<file path="src/hdl/htwd_pkg.sv">
// ----------------------------------------------------------------------------
// htwd_pkg
// Shared types, sizes and codes of the Huffman tree-walk decoder.
// ----------------------------------------------------------------------------
package htwd_pkg;

	// Node table size and the address width that follows from it.
	localparam int NODE_COUNT = 512;
	localparam int ADDR_W     = $clog2(NODE_COUNT);

	// Fixed field widths.
	localparam int IDX_W   = 9;
	localparam int SYM_W   = 8;
	localparam int CNT_W   = 31;
	localparam int NBITS_W = 4;

	// Bits of one compressed byte, taken most significant first.
	localparam int BYTE_BITS = 8;
	localparam int TOP_BIT   = 7;

	// Configuration port.
	localparam int PADDR_W = 3;
	localparam int PDATA_W = 32;
	localparam logic REG_ROOT  = 1'b0;
	localparam logic REG_LIMIT = 1'b1;

	// Operation codes of an input transaction; code 3 is unused.
	typedef enum logic [1:0] {
		OP_LOAD   = 2'd0,
		OP_START  = 2'd1,
		OP_DECODE = 2'd2
	} op_t;

	// One node table entry.
	typedef struct packed {
		logic [IDX_W-1:0] left;
		logic [IDX_W-1:0] right;
		logic             leaf;
		logic [SYM_W-1:0] sym;
	} node_t;

	localparam int NODE_W = $bits(node_t);

	// Decoded input transaction handed to the walk engine.
	typedef struct packed {
		logic               load;
		logic               restart;
		logic               decode;
		logic [IDX_W-1:0]   node_index;
		node_t              node;
		logic [SYM_W-1:0]   data_byte;
		logic [NBITS_W-1:0] valid_bits;
	} cmd_t;

	// Event from the walk engine to the result stage.
	typedef struct packed {
		logic             hit;
		logic             flush;
		logic [SYM_W-1:0] sym;
		logic             done;
	} emit_ev_t;

	// Walk engine states.
	typedef enum logic [1:0] {
		WS_IDLE,
		WS_BIT,
		WS_FETCH,
		WS_CHILD
	} walk_state_t;

	// True when a node index lies inside the table.
	function automatic logic idx_ok(input logic [IDX_W-1:0] idx);
		return {{(32-IDX_W){1'b0}}, idx} < 32'(NODE_COUNT);
	endfunction

endpackage

</file>
<file path="src/hdl/htwd_emit.sv">
// ----------------------------------------------------------------------------
// htwd_emit
// Result stage: holds the newest symbol back until the next one or the end
// of the byte shows whether it is the last, then drives the result strobe.
// ----------------------------------------------------------------------------
module htwd_emit (
	input  logic                       clk,
	input  logic                       arst_n,
	input  htwd_pkg::emit_ev_t         ev,
	output logic                       result_valid,
	output logic [htwd_pkg::SYM_W-1:0] symbol,
	output logic                       last_of_byte,
	output logic                       stream_done
);

	logic                       pend_valid_q;
	logic [htwd_pkg::SYM_W-1:0] pend_sym_q;
	logic                       pend_done_q;
	logic                       out_valid_q;
	logic [htwd_pkg::SYM_W-1:0] out_sym_q;
	logic                       out_last_q;
	logic                       out_done_q;

	// Pending flag and result strobe.
	always_ff @(posedge clk or negedge arst_n) begin
		if (!arst_n) begin
			pend_valid_q <= 1'b0;
			out_valid_q  <= 1'b0;
		end else begin
			out_valid_q <= pend_valid_q & (ev.hit | ev.flush);
			if (ev.hit) begin
				pend_valid_q <= 1'b1;
			end else if (ev.flush) begin
				pend_valid_q <= 1'b0;
			end
		end
	end

	// Result payload.
	always_ff @(posedge clk) begin
		if (ev.hit || ev.flush) begin
			out_sym_q  <= pend_sym_q;
			out_done_q <= pend_done_q;
			out_last_q <= ev.flush;
		end
		if (ev.hit) begin
			pend_sym_q  <= ev.sym;
			pend_done_q <= ev.done;
		end
	end

	assign result_valid = out_valid_q;
	assign symbol       = out_sym_q;
	assign last_of_byte = out_last_q;
	assign stream_done  = out_done_q;

endmodule

</file>
<file path="config.mk">
export PLATFORM = sky130hd
export DESIGN_NAME = htwd_emit
export DESIGN_NICKNAME = d
export VERILOG_FILES = /design/src/hdl/htwd_pkg.sv /design/src/hdl/htwd_emit.sv
export SDC_FILE = /design/constraint.sdc
export NUM_CORES = 1
export LEC_CHECK = 0
export ABC_AREA = 1
export BUFFER_PORTS_ARGS = -buffer_cell sky130_fd_sc_hd__buf_2
export CORE_MARGIN = 8
export CORE_UTILIZATION = 45
export DETAILED_ROUTE_END_ITERATION = 16
export PLACE_DENSITY = 0.72
export SKIP_CTS_REPAIR_TIMING = 1
export SYNTH_ARGS = -nofsm -noshare
export SYNTH_HDL_FRONTEND = slang
export SYNTH_SLANG_ARGS = --single-unit
</file>
<file path="constraint.sdc">
create_clock -name clk -period 0.8 [get_ports clk]
set_input_delay 0.2 -clock clk [delete_from_list [all_inputs] [get_ports clk]]
set_output_delay 0.2 -clock clk [all_outputs]
set_load 0.01 [all_outputs]
</file>
---- Yosys cells after proc, flatten, opt, wreduce, memory -nomap -nowiden ----
Index checks and enable logic that the tools add are counted.
word-level totals
  register bits after elaboration ......... 21
  input bits .............................. 13
  output and inout port bits .............. 11
  word-level logic and storage cells ...... 13
cells by class
  multiplexer cells ....................... 2
  bitwise gates (word level) .............. 2
  reductions and logical operators ........ 2
operators by type and width
  cell                number
  1-bit 2-to-1 mux    2
  2-bit nonzero test  1
  1-bit AND           1
  1-bit logical OR    1
  1-bit OR            1

---- Longest topological paths before layout ----
  word-level depth ........................ 2
  mapped depth ............................ 3
  gate-level depth less buffers ........... 3

---- Least setup slack after synthesis ----
Ideal clock, no wire load.
  path type ............................... input to register
  start ................................... input port ev[9] in the netlist's numbering
  end ..................................... register out_last_q (netlist: last_of_byte) (enable)
  library setup time ...................... 0.334 ns
  arrival ................................. 0.449 ns
  required time ........................... 0.466 ns
  path slack .............................. 0.017 ns
  stages on the path ...................... 2
  path buffers ............................ 0
  cells stage by stage .................... nor2_1 > inv_1
on the way
  cells in the longest elaborated chain, start to end .. 1
ends and longest elaborated chain
  what                    line             text
  start: declaration      htwd_emit.sv:9   input htwd_pkg::emit_ev_t ev,
  1-bit logical OR        htwd_emit.sv:41  if (ev.hit || ev.flush) begin
  end signal: assignment  htwd_emit.sv:44  out_last_q <= ev.flush;
  end: declaration        htwd_emit.sv:21  logic out_last_q;
Every way passes these cells.
A chain may end at the register's enable or synchronous reset.

---- Final worst setup path ----
  start ................................... register out_sym_q (netlist bit symbol[6])
  end ..................................... output port symbol[6] in the netlist's numbering
RTL lines
  what                      line             text
  start: declaration        htwd_emit.sv:20  logic [htwd_pkg::SYM_W-1:0] out_sym_q;
  start signal: assignment  htwd_emit.sv:42  out_sym_q <= pend_sym_q;
  end: declaration          htwd_emit.sv:11  output logic [htwd_pkg::SYM_W-1:0] symbol,
No word-level cell between the ends.

==> out/summary.log <==
[status] status finished with violations
[status] failing checks setup timing
[cells_and_area] leading cell type in the layout, fill and taps excluded sky130_fd_sc_hd__buf_2
[timing] slew of the pin with the lowest slew margin 0.362 ns
[cells_and_area] Ant. Diodes 0
[yosys] number of cells produced by synthesis 29
[setup_path] CP Class flop to output pin
[global_route] overall track demand over capacity in global routing 7.35%
[clock_tree] Clock Tree Root sky130_fd_sc_hd__clkbuf_4
[drt] initial drt markers 9
[floorplanning] vertical die dimension 54.0 microns
[floorplanning] count of pins on the block boundary 24
[clock_tree] clock slew seen by the registers of the worst setup and hold paths 0.11 ns
[setup_path] cell-by-cell trace of the critical path buf_2
[floorplanning] effective utilization at floorplan 48.8%
[timing] time the worst path needs with I/O delays and setup 1.03 ns
[timing] worst-case setup margin in the final layout -0.233 ns
[global_route] number of global-route vias before repair 340
[placed_design] Port Buf Inserts 23
[yosys] number of nets in the synthesized netlist 42
[setup_path] number of stages on the worst setup path 1
[floorplanning] Cell Rows 13
[drt] remaining antenna violation count 0
[placed_design] detailed placer's ending HPWL 817 microns
[drt] TritonRoute pass-1 iters 3
[global_route] antenna violations before repair 0
[timing] final worst clock skew 0.00723 ns
[run] Max-Cap Viols 0
[cells_and_area] final instance count without filler cells 75
[yosys] number of flip-flops and latches in the synthesized netlist 21
[setup_path] startpoint of the worst register-to-register path pend_done_q
[clock_tree] Clk Latency, worst-skew pair 0.28 ns
[floorplanning] floorplan die area 2920 sq um
[global_route] Remaining Overflow, GRT 0
[power] power per unit of standard cell area 2300 nW/um^2
[power] total power of the final layout 1.94 mW
[cells_and_area] nets 74
[drt] total routed wirelength 1030 microns
[setup_path] Required @ worst endpoint 0.60 ns
[placed_design] gpl congestion 0.611
[timing] RSZ-0062 raised after global routing true
[cells_and_area] fill cell instance count of the final layout 101
[yosys] warning count from the yosys run 0
[setup_path] FF-to-FF path depth 0
[cells_and_area] Area growth, synth to finish 29.8%
[clock_tree] htree depth 1
[timing] Max transition margin 75.8%
[clock_tree] TritonCTS Sinks 21
[global_route] first-pass GRT wire length 1500 microns
[power] leakage dissipation 0.369 nW
[hold_path] kind of path behind the tightest hold check primary input to flop
[setup_path] CP top delay family flip-flops
[cells_and_area] share of layout cells above drive strength 1 50.0%
[setup_path] internal reg-to-reg setup slack 0.14 ns
[timing] upper clock frequency limit 968 MHz
[drt] residual DRC count 0
[setup_path] Critical Path End Type output pin
[drt] mean number of vias per cell 4.31
[drt] total via count in the routed design 323
[placed_design] number of placed cells counting well taps 70
[setup_path] Max stage delay cell, worst path sky130_fd_sc_hd__edfxtp_1
[yosys] sequential-to-total area share from yosys stat 95.4%
[setup_path] data arrival time of the worst path 0.83 ns
[setup_path] launching element of the worst setup path symbol[6]
[floorplanning] die boundary width 54.0 microns
[setup_path] end point of the critical path symbol[6]
[yosys] synthesized area per cell 22.4 sq um
[power] maximum ir drop on the vdd rail 0.00134 V
[setup_path] Reg-to-Reg End stream_done
[timing] final slew viol count 0
[timing] worst hold-check slack 0.0802 ns
[clock_tree] TritonCTS clock tree built
[setup_path] buffers plus inverters on the worst setup path 1
[setup_path] crit path max fanout 1
[timing] final count of hold timing violations 0
[setup_path] nature of the critical path startpoint flop
[drt] Routed wire per std cell 13.8 microns
[timing] final worst path period share 129%
[yosys] area of the mapped netlist 651 sq um
[global_route] largest net degree at the start of global routing 13
[floorplanning] Placeable Area 1330 sq um
[timing] # setup viols final 11
[clock_tree] maximum root-to-sink buffer count 2
[clock_tree] number of CTS-inserted buffers 3
[setup_path] CP max stage delay 0.40 ns
[cells_and_area] top library cells by usage in the layout, fill and taps aside sky130_fd_sc_hd__buf_2 (23), sky130_fd_sc_hd__edfxtp_1 (19), sky130_fd_sc_hd__inv_1 (4)
[yosys] Synth cell types 5
==> worst min-delay path by stage <==
stage                      start             to  slack, ns  depth (start not counted)
after floorplan           arst_n   pend_valid_q       -0.1                          0
after global placement    arst_n   result_valid      -0.01                          1
after detailed placement  arst_n   result_valid      -0.01                          1
after CTS                 arst_n   pend_valid_q      -0.33                          1
after global routing       ev[6]  pend_sym_q[5]       0.05                          1
final                      ev[0]    pend_done_q       0.08                          1
==> layout make-up <==
cell class	instances	area (sq um)	share of cell area [%]
inverters	4	15.0	1.78
well taps	15	18.8	2.22
flip-flops and latches	21	621	73.5
clock buffers	3	22.5	2.67
clock inverters	1	5.00	0.593
multi-input cells	4	15.0	1.78
repair buffers	27	148	17.5
==> sequential cells by signal, summed over array words and instances, names as in the netlist <==
| signal | flops |
|---|---|
| result_valid | 1 |
| stream_done | 1 |
| pend_sym_q | 8 |
| last_of_byte | 1 |
| pend_valid_q | 1 |
| symbol | 8 |
| pend_done_q | 1 |
==> report_power, final <==
group          switching, mW  internal, mW  total, mW
Sequential            0.0245          1.30       1.33
Combinational         0.0844        0.0720      0.156
Clock                  0.271         0.185      0.456
Total                  0.380          1.56       1.94
==> cells by family (layout without fill, tap and decap cells) <==
kind of cell,after synthesis,in the layout,synth area share [%]
simple gates,4,4,2.31
flops,21,21,95.4
buf+inv,4,35,2.31
==> cell usage after synthesis (all sizes together) <==
| cell | n | area share [%] |
|---|---|---|
| edfxtp | 19 | 88 |
| inv | 4 | 2.3 |
| dfrtp | 2 | 7.7 |
| nand2 | 2 | 1.2 |
| nor2 | 2 | 1.2 |
==> metrics by stage <==
| stage | utilization (%) | setup TNS [ns] | setup WS, ns | cell area (sq um) |
|---|---|---|---|---|
| 2_1_floorplan | - | 0 | 0.0168 | 651 |
| 3_3_place_gp | 60.5 | -1.35 | -0.135 | 807 |
| 3_5_place_dp | 60.5 | -1.74 | -0.174 | 807 |
| 4_1_cts | 62.6 | -2.39 | -0.251 | 835 |
| 5_1_grt | 63.3 | -2.77 | -0.289 | 845 |
| 6_report | 63.3 | -2.23 | -0.233 | 845 |
==> metal layers <==
metal / routed length, microns / GRT usage [%] / vias to the layer above
met4: 0 / 2.46 / 0
met3: 132 / 3.31 / 0
li1: - / - / 165
met1: 393 / 8.11 / 141
met5: 0 / 0 / -
met2: 508 / 12.4 / 17
No activity file was read; power rests on OpenSTA's default activity.
