File: config.mk
export PLATFORM = sky130hd
export DESIGN_NAME = htwd_cfg
export DESIGN_NICKNAME = d
export VERILOG_FILES = /design/src/hdl/htwd_pkg.sv /design/src/hdl/htwd_cfg.sv
export SDC_FILE = /design/constraint.sdc
export NUM_CORES = 1
export LEC_CHECK = 0
export BUFFER_PORTS_ARGS = -buffer_cell sky130_fd_sc_hd__buf_2
export CAP_MARGIN = 20
export CELL_PAD_IN_SITES_DETAIL_PLACEMENT = 0
export CELL_PAD_IN_SITES_GLOBAL_PLACEMENT = 1
export CORE_MARGIN = 2
export CORE_UTILIZATION = 33
export DETAILED_ROUTE_END_ITERATION = 8
export PLACE_DENSITY_LB_ADDON = 0.2
export SKIP_CTS_REPAIR_TIMING = 1
export SLEW_MARGIN = 20
export SYNTH_ARGS = -nofsm -noshare
export SYNTH_HDL_FRONTEND = slang
export SYNTH_SLANG_ARGS = --single-unit
export TNS_END_PERCENT = 30
File: constraint.sdc
create_clock -name clk -period 1.2 [get_ports clk]
set_clock_uncertainty 0.2 [all_clocks]
set_input_delay 0.24 -clock clk [delete_from_list [all_inputs] [get_ports clk]]
set_output_delay 0.24 -clock clk [all_outputs]
set_load 0.05 [all_outputs]
File: src/hdl/htwd_pkg.sv
// ----------------------------------------------------------------------------
// htwd_pkg
// Shared types, sizes and codes of the Huffman tree-walk decoder.
// ----------------------------------------------------------------------------
package htwd_pkg;

	// Node table size and the address width that follows from it.
	localparam int NODE_COUNT = 512;
	localparam int ADDR_W     = $clog2(NODE_COUNT);

	// Fixed field widths.
	localparam int IDX_W   = 9;
	localparam int SYM_W   = 8;
	localparam int CNT_W   = 31;
	localparam int NBITS_W = 4;

	// Bits of one compressed byte, taken most significant first.
	localparam int BYTE_BITS = 8;
	localparam int TOP_BIT   = 7;

	// Configuration port.
	localparam int PADDR_W = 3;
	localparam int PDATA_W = 32;
	localparam logic REG_ROOT  = 1'b0;
	localparam logic REG_LIMIT = 1'b1;

	// Operation codes of an input transaction; code 3 is unused.
	typedef enum logic [1:0] {
		OP_LOAD   = 2'd0,
		OP_START  = 2'd1,
		OP_DECODE = 2'd2
	} op_t;

	// One node table entry.
	typedef struct packed {
		logic [IDX_W-1:0] left;
		logic [IDX_W-1:0] right;
		logic             leaf;
		logic [SYM_W-1:0] sym;
	} node_t;

	localparam int NODE_W = $bits(node_t);

	// Decoded input transaction handed to the walk engine.
	typedef struct packed {
		logic               load;
		logic               restart;
		logic               decode;
		logic [IDX_W-1:0]   node_index;
		node_t              node;
		logic [SYM_W-1:0]   data_byte;
		logic [NBITS_W-1:0] valid_bits;
	} cmd_t;

	// Event from the walk engine to the result stage.
	typedef struct packed {
		logic             hit;
		logic             flush;
		logic [SYM_W-1:0] sym;
		logic             done;
	} emit_ev_t;

	// Walk engine states.
	typedef enum logic [1:0] {
		WS_IDLE,
		WS_BIT,
		WS_FETCH,
		WS_CHILD
	} walk_state_t;

	// True when a node index lies inside the table.
	function automatic logic idx_ok(input logic [IDX_W-1:0] idx);
		return {{(32-IDX_W){1'b0}}, idx} < 32'(NODE_COUNT);
	endfunction

endpackage

File: src/hdl/htwd_cfg.sv
// ----------------------------------------------------------------------------
// htwd_cfg
// Configuration registers behind an APB-style port: root index and limit.
// ----------------------------------------------------------------------------
module htwd_cfg (
	input  logic                          clk,
	input  logic                          arst_n,
	input  logic                          psel,
	input  logic                          penable,
	input  logic                          pwrite,
	input  logic [htwd_pkg::PADDR_W-1:0]  paddr,
	input  logic [htwd_pkg::PDATA_W-1:0]  pwdata,
	output logic [htwd_pkg::PDATA_W-1:0]  prdata,
	output logic                          pready,
	output logic [htwd_pkg::IDX_W-1:0]    root_node,
	output logic [htwd_pkg::CNT_W-1:0]    symbol_limit
);

	logic [htwd_pkg::IDX_W-1:0] root_node_q;
	logic [htwd_pkg::CNT_W-1:0] symbol_limit_q;
	logic                       wr_en;
	logic                       reg_sel;

	assign pready  = 1'b1;
	assign wr_en   = psel & penable & pwrite & pready;
	assign reg_sel = paddr[2];

	// Register writes in the access phase.
	always_ff @(posedge clk or negedge arst_n) begin
		if (!arst_n) begin
			root_node_q    <= '0;
			symbol_limit_q <= '0;
		end else if (wr_en) begin
			case (reg_sel)
				htwd_pkg::REG_ROOT:  root_node_q    <= pwdata[htwd_pkg::IDX_W-1:0];
				htwd_pkg::REG_LIMIT: symbol_limit_q <= pwdata[htwd_pkg::CNT_W-1:0];
				default: ;
			endcase
		end
	end

	// Read data.
	always_comb begin
		case (reg_sel)
			htwd_pkg::REG_ROOT:
				prdata = htwd_pkg::PDATA_W'(root_node_q);
			htwd_pkg::REG_LIMIT:
				prdata = htwd_pkg::PDATA_W'(symbol_limit_q);
			default:
				prdata = '0;
		endcase
	end

	assign root_node    = root_node_q;
	assign symbol_limit = symbol_limit_q;

endmodule

Yosys cells after proc, flatten, opt, wreduce, memory -nomap -nowiden. Index checks and enable logic that the tools add are counted.

Add/subtract/negate cells: 0. $mul: 0. Div/mod/pow operators: 0. Order comparisons: 0. Equal/unequal tests: 0. Shifts and indexed selects: 0. Muxes and demuxes: 1. Bitwise operators: 3. Reduce and logical (&&, ||, !) cells: 2.

Operators by type and width (count): $pmux W32 S2 (1); $reduce_and A2 Y1 (2); $and A1 B1 Y1 (2); $not A1 Y1 (1).

Bits in registers: 40. Latch bits: 0. RAM bits: 0. ROM bits: 0. Bits of input ports: 40. Output and inout bits: 73. Logic and storage cells: 8. Memories kept: 0.

Longest topological paths before layout. Gate-level depths: netlist of the first run.

Word-level depth: 3. Depth in mapped cells: 3. Gate-level depth less buffers: 2.

Worst setup path after synthesis of the first run. Ideal clock, no wire load.

Path type: reg2out. Start: register symbol_limit_q (netlist bit symbol_limit[10]). End: output prdata[10] (netlist bit). Data arrival time: 1.117 ns. Data required time: 0.760 ns. Setup slack: -0.357 ns. Stages on the path, launching flop included: 2. Buffers on the path: 0. Path through: dfrtp_1 and2_1.

Cells in the longest elaborated chain, start to end: 1.

Ends and longest elaborated chain: start: declaration (line htwd_cfg.sv:20) `logic [htwd_pkg::CNT_W-1:0] symbol_limit_q;`; start signal: assignment (line htwd_cfg.sv:36) `htwd_pkg::REG_LIMIT: symbol_limit_q <= pwdata[htwd_pkg::CNT_W-1:0];`; $pmux W32 S2 (line htwd_cfg.sv:44) `case (reg_sel)`; end: declaration (line htwd_cfg.sv:13) `output logic [htwd_pkg::PDATA_W-1:0] prdata,`.

Every way passes these cells. The select of a mux whose other input is x is not followed.

Worst setup path in the final report of the first run.
Start: register root_node_q (netlist bit root_node[0]). End: output prdata[0] (netlist bit).

Cells in the longest elaborated chain, start to end: 1.

Ends and longest elaborated chain: start: declaration (line htwd_cfg.sv:19) `logic [htwd_pkg::IDX_W-1:0] root_node_q;`; start signal: assignment (line htwd_cfg.sv:35) `htwd_pkg::REG_ROOT: root_node_q <= pwdata[htwd_pkg::IDX_W-1:0];`; $pmux W32 S2 (line htwd_cfg.sv:44).

Every way passes these cells. The select of a mux whose other input is x is not followed.

==> results.py, run 1 <==
metrics = {
    "status": {
        "status": "complete, but fails checks",
        "failed_checks": "negative setup slack",
    },
    "timing": {
        "worst_slack_ns": -0.359,
        "fmax_mhz": 641,
        "rsz0062_at_grt": "yes",
        "fin_crit_sh_pct": 130,
        "maxSlewViolCount": 0,
        "setup_tns_ns": -17.42,
        "period_minus_slack_ns": 1.56,
        "hold_violations": 0,
        "setup_viol": 72,
    },
    "yosys": {
        "syn_inst": 123,
        "syn-cell-area_sq_mm": 0.00190,
        "ys_warn_count": 0,
        "synth_cell_type_count": 11,
        "syn-num-nets": 163,
        "synth_area_per_cell_sq_um": 15.4,
        "synth_seq_cells": 40,
        "ys_seq_area_share_pct": 52.7,
    },
    "floorplan": {
        "die_w_um": 79.9,
        "row_count": 27,
        "io_pins": 113,
        "coreArea_sq_mm": 0.00554,
        "die_y_um": 79.9,
        "fp.dieArea_sq_mm": 0.00638,
        "start_util_pct": 34.3,
    },
    "detailed_routing": {
        "vias": 1598,
        "drt.antenna.violating_nets": 0,
        "route.detailed.drc": 0,
        "wire_per_inst_um": 14.1,
        "routed_wl_um": 5170,
        "drt_iter0_drc": 49,
        "vias_per_cell": 4.35,
        "dr.pass1.iters": 3,
    },
    "place": {
        "dp.cells": 330,
        "io_buffers": 107,
        "place_congestion": 0.734,
        "hpwl_um": 3360,
    },
    "worst_hold_path": {
        "min-delay-start": "pwdata[1]",
        "holdPathEnd": "symbol_limit[1]",
        "hold_path.class": "input port to flop",
        "hold_path_depth": 2,
    },
    "worst_setup_path": {
        "cp-end-kind": "primary output",
        "crit_arrival_ns": 1.12,
        "worstPathMaxFanout": 2,
        "critPathLaunchType": "flop",
        "reg2reg_from": "symbol_limit[4]",
        "r2r_cells": 2,
        "required_ns": 0.76,
        "critPathKind": "flop to primary output",
        "crit_start": "root_node[0]",
        "r2r_end": "symbol_limit[4]",
        "ff2ff_setup_slack_ns": 0.09,
    },
    "power": {
        "cellPowerDensity_mw_per_mm2": 1860,
        "leakage_nw": 1.85,
        "p_comb_share_pct": 58.6,
        "peakVddDrop_mv": 1.01,
        "p_sw_mw": 2.94,
        "switching_share_pct": 44.2,
        "p_clk_share_pct": 12.6,
        "seqPwrFrac_pct": 28.7,
        "p_int_mw": 3.71,
    },
    "cts": {
        "cts.sinks": 40,
        "ctsLongestPathBuffers": 2,
        "clkTransAtPathRegs_ns": 0.07,
        "cts-htree-levels": 2,
        "cts_tree": "done",
        "root_buffer": "clkbuf_8",
        "numCtsBuffers": 5,
        "clock_latency_ns": 0.28,
    },
    "cells_and_area": {
        "stdcell_count": 367,
        "area_delta_synth_final_pct": 88.3,
        "nets": 335,
        "final_util_pct": 64.5,
        "n_antenna_cell": 0,
        "final_layout_size_suffix_gt1_share_pct": 89.2,
    },
    "global_route": {
        "grt_pass1_wl_um": 7130,
        "grt_usage_pct": 14.5,
        "grt_max_degree": 41,
        "overflow": 0,
        "antenna_found_initial": 0,
        "first_global_vias": 1463,
    },
    "run": {
        "maxCapViolations": 0,
    },
}
==> power groups by stage <==
stage | sequential [mW] | combinational, mW | clock [mW]
floorplan | 3.00 | 1.34 | 0
global placement | 1.91 | 3.37 | 0
detailed placement | 1.90 | 3.39 | 0
CTS | 1.88 | 3.40 | 0.866
global route | 1.96 | 4.06 | 0.936
finish | 1.91 | 3.90 | 0.840
==> how the worst max path moves through the flow <==
| stage | cells past startpoint | to | slack, ns |
|---|---|---|---|
| 6_report | 2 | prdata[0] | -0.36 |
| 2_1_floorplan | 1 | prdata[0] | -0.12 |
| 5_1_grt | 2 | prdata[0] | -0.41 |
| 4_1_cts | 2 | prdata[7] | -0.42 |
| 3_5_place_dp | 4 | prdata[7] | -0.31 |
| 3_3_place_gp | 4 | prdata[6] | -0.30 |
==> critical path, stage by stage (launching register included) <==
cell and delay, ns:
dfrtp_2 0.41, mux2_4 0.27, buf_6 0.15
==> stage by stage <==
step	setup slack [ns]	hold WS [ns]	cell area (sq um)	power [mW]
finish	-0.359	0.00204	3580	6.66
detailed placement	-0.308	0.0301	2910	5.29
global placement	-0.298	0.0287	2910	5.28
global route	-0.408	0.00350	3580	6.95
floorplan	-0.124	-0.256	2020	4.33
CTS	-0.417	-0.282	2990	6.15
==> layout by cell type, fill, tap and decap left out <==
cell,Yosys,final
and2_2,0,1
and2_4,0,21
buf_12,0,4
buf_2,1,69
buf_4,2,32
buf_6,3,29
buf_8,0,10
clkbuf_1,2,1
clkbuf_8,0,5
clkinv_2,0,1
conb_1,2,2
dfrtp_2,0,40
dlygate4sd3_1,0,29
mux2_2,19,10
mux2_4,30,39
nand4_2,1,1
nand4b_2,1,1
==> flip-flops by register name, summed over array words and instances, names as in the netlist <==
name	flops
root_node	9
symbol_limit	31
==> Yosys cell counts, drive strengths merged <==
cell / number / share of area, %
and2: 22 / 7.2
nand4b: 1 / 0.79
clkbuf: 2 / 0.40
nand4: 1 / 0.66
conb: 2 / 0.40
dfrtp: 40 / 53
mux2: 49 / 35
buf: 6 / 2.8
==> cell families after synthesis <==
family	synth area share [%]
other	0.395
DFF	52.7
buffers and inverters	3.23
muxes	35.0
and+or+nand+nor	8.70
==> final cells by class <==
cell class | instances | area [sq um]
repair buffers | 173 | 1430
well taps | 72 | 90.1
flip-flops and latches | 40 | 1050
clock buffers | 6 | 72.6
clock inverters | 1 | 5.00
multi-input cells | 75 | 925
fillers | 421 | 1960
==> per-layer routing <==
| layer | up-vias | global-route usage (%) | wire length, um |
|---|---|---|---|
| li1 | 756 | - | - |
| met1 | 769 | 18.7 | 2170 |
| met2 | 67 | 23.5 | 2630 |
| met3 | 6 | 4.75 | 335 |
| met4 | 0 | 4.07 | 36 |
| met5 | - | 0 | 0 |
Power figures use the tool's default switching activity.
==> inputs of run 2 (changes only) <==
Settings changed: ABC_AREA set to 1, CORE_UTILIZATION 33 to 29.
Clock period 1.2 ns to 1.78 ns, I/O delays scaled along.
==> run 2 against run 1 <==
Against the previous run:
- design area is 26% lower
- clock power fell by 33%
- the run now ends clean
- final cell count grew 21%
==> results.py, run 2 <==
metrics = {
    "worst_setup_path": {
        "cp-end-kind": "primary output",
        "critPathKind": "input port to primary output",
        "ff2ff_setup_slack_ns": 0.92,
        "critPathLaunchType": "input port",
        "crit_start": "paddr[2]",
        "worstPathMaxFanout": 12,
        "reg2reg_from": "root_node[8]",
        "setup.worst_path.end": "prdata[6]",
        "r2r_end": "root_node[8]",
        "crit_arrival_ns": 1.11,
        "r2r_cells": 2,
        "required_ns": 1.22,
    },
    "floorplan": {
        "start_util_pct": 30.0,
        "fp.dieArea_sq_mm": 0.00724,
        "row_count": 29,
        "coreArea_sq_mm": 0.00635,
        "die_y_um": 85.1,
        "die_w_um": 85.1,
        "io_pins": 113,
    },
    "yosys": {
        "synth_top_area_share_pct": 52.5,
        "syn-cell-area_sq_mm": 0.00191,
        "synth_most_common_cell": "nand2_1",
        "synth_ff_type": "dfrtp_1",
        "ys_async_sr_fraction_pct": 100,
        "synth-edff-count": 0,
        "syn_inst": 256,
        "synth_cell_type_count": 12,
        "ys_seq_area_share_pct": 52.5,
        "synth_top_area_cell": "dfrtp_1",
        "synth_seq_cells": 40,
        "synth_area_leaders": "dfrtp_1 53%, nand2_1 26%, nand3_1 11%",
        "synth_common_cells": "130 x nand2_1, 40 x dfrtp_1, 40 x nand3_1",
        "ys_warn_count": 0,
        "syn-num-nets": 296,
        "synth_area_per_cell_sq_um": 7.44,
    },
    "timing": {
        "setup_tns_ns": 0,
        "hold_violations": 0,
        "period_minus_slack_ns": 1.66,
        "fin_crit_sh_pct": 93.5,
        "setup_viol": 0,
        "fmax_mhz": 601,
        "maxSlewViolCount": 0,
        "rsz0062_at_grt": "no",
        "worst_slack_ns": 0.116,
    },
    "detailed_routing": {
        "dr.pass1.iters": 4,
        "drt.antenna.violating_nets": 0,
        "routed_wl_um": 5230,
        "vias_per_cell": 4.43,
        "route.detailed.drc": 0,
        "wire_per_inst_um": 11.8,
        "drt_iter0_drc": 55,
        "vias": 1962,
    },
    "cts": {
        "clkTransAtPathRegs_ns": 0.07,
        "numCtsBuffers": 5,
        "cts.sinks": 40,
        "ctsLongestPathBuffers": 2,
        "clock_latency_ns": 0.28,
        "cts_tree": "done",
        "cts-htree-levels": 2,
        "root_buffer": "clkbuf_8",
    },
    "place": {
        "io_buffers": 107,
        "pre_cts_ws_ns": 0.111,
        "hpwl_um": 3720,
        "place_congestion": 0.688,
    },
    "run": {
        "maxCapViolations": 0,
    },
    "worst_hold_path": {
        "hold_path.class": "input port to flop",
    },
    "status": {
        "status": "complete, no violations",
    },
    "cells_and_area": {
        "area_delta_synth_final_pct": 39.5,
        "final_cell_mix": "130 x nand2_1, 107 x buf_2, 40 x nand3_1, 40 x dfrtp_1, 22 x inv_1",
        "mostFrequentLayoutCell": "nand2_1",
        "largest_reg_flops": 31,
        "n_antenna_cell": 0,
        "final_layout_size_suffix_gt1_share_pct": 35.2,
        "nets": 406,
    },
    "global_route": {
        "grt_max_degree": 41,
        "grt_usage_pct": 14.6,
        "grt_pass1_wl_um": 8580,
        "antenna_found_initial": 0,
        "overflow": 0,
        "first_global_vias": 1750,
    },
    "power": {
        "leakage_nw": 1.75,
        "cellPowerDensity_mw_per_mm2": 1260,
        "peakVddDrop_mv": 0.537,
    },
}
## run 2: worst min-delay path by stage
stage | start | endpoint | slack (ns) | cells after the start
final | pwdata[26] | symbol_limit[26] | 0.10 | 3
after global routing | pwdata[26] | symbol_limit[26] | 0.10 | 3
after CTS | arst_n | symbol_limit[28] | -0.18 | 1
after detailed placement | arst_n | symbol_limit[24] | 0.13 | 1
after global placement | arst_n | symbol_limit[24] | 0.13 | 1
after floorplan | arst_n | root_node[0] | -0.14 | 0
## run 2: cell type report
type / instances / area [sq um]
clock buffer: 6 / 72.6
timing repair buffer: 120 / 673
inverter: 24 / 90.1
sequential: 40 / 1000
tap: 77 / 96.3
fill: 674 / 3690
clock inverter: 1 / 5.00
multi-input combinational: 175 / 721
## run 2: stage by stage
stage	hold WS (ns)	util (%)	std cells	total power, mW	area, sq um
2_1_floorplan	-0.140	-	256	2.42	1910
3_3_place_gp	0.128	40.5	435	2.82	2570
3_5_place_dp	0.131	40.5	435	2.83	2570
4_1_cts	-0.183	41.7	442	3.41	2650
5_1_grt	0.101	41.9	443	3.55	2660
6_report	0.105	41.9	443	3.36	2660
## run 2: critical path: stages
cell     delay [ns]
buf_2          0.16
buf_4          0.21
nand2_1        0.06
nand2_1        0.06
buf_2          0.25
## run 2: logic make-up (layout without fill, tap and decap cells)
kind of cell,after synthesis,count (layout),share of synthesized area [%]
AND/OR/NAND/NOR,173,173,37.4
buffers and inverters,41,151,9.65
flip-flops,40,40,52.5
other,2,2,0.394
## run 2: report_power, final
part | internal, mW | switching [mW]
logic | 0.334 | 1.26
registers | 1.08 | 0.130
clock network | 0.267 | 0.293
total | 1.68 | 1.68
## run 2: routing by layer
metal,up-vias,global-route usage (%),wire length [um]
met3,7,3.11,365
li1,992,-,-
met4,0,4.18,58
met2,74,22.3,2380
met1,889,21.0,2430
met5,-,0,0
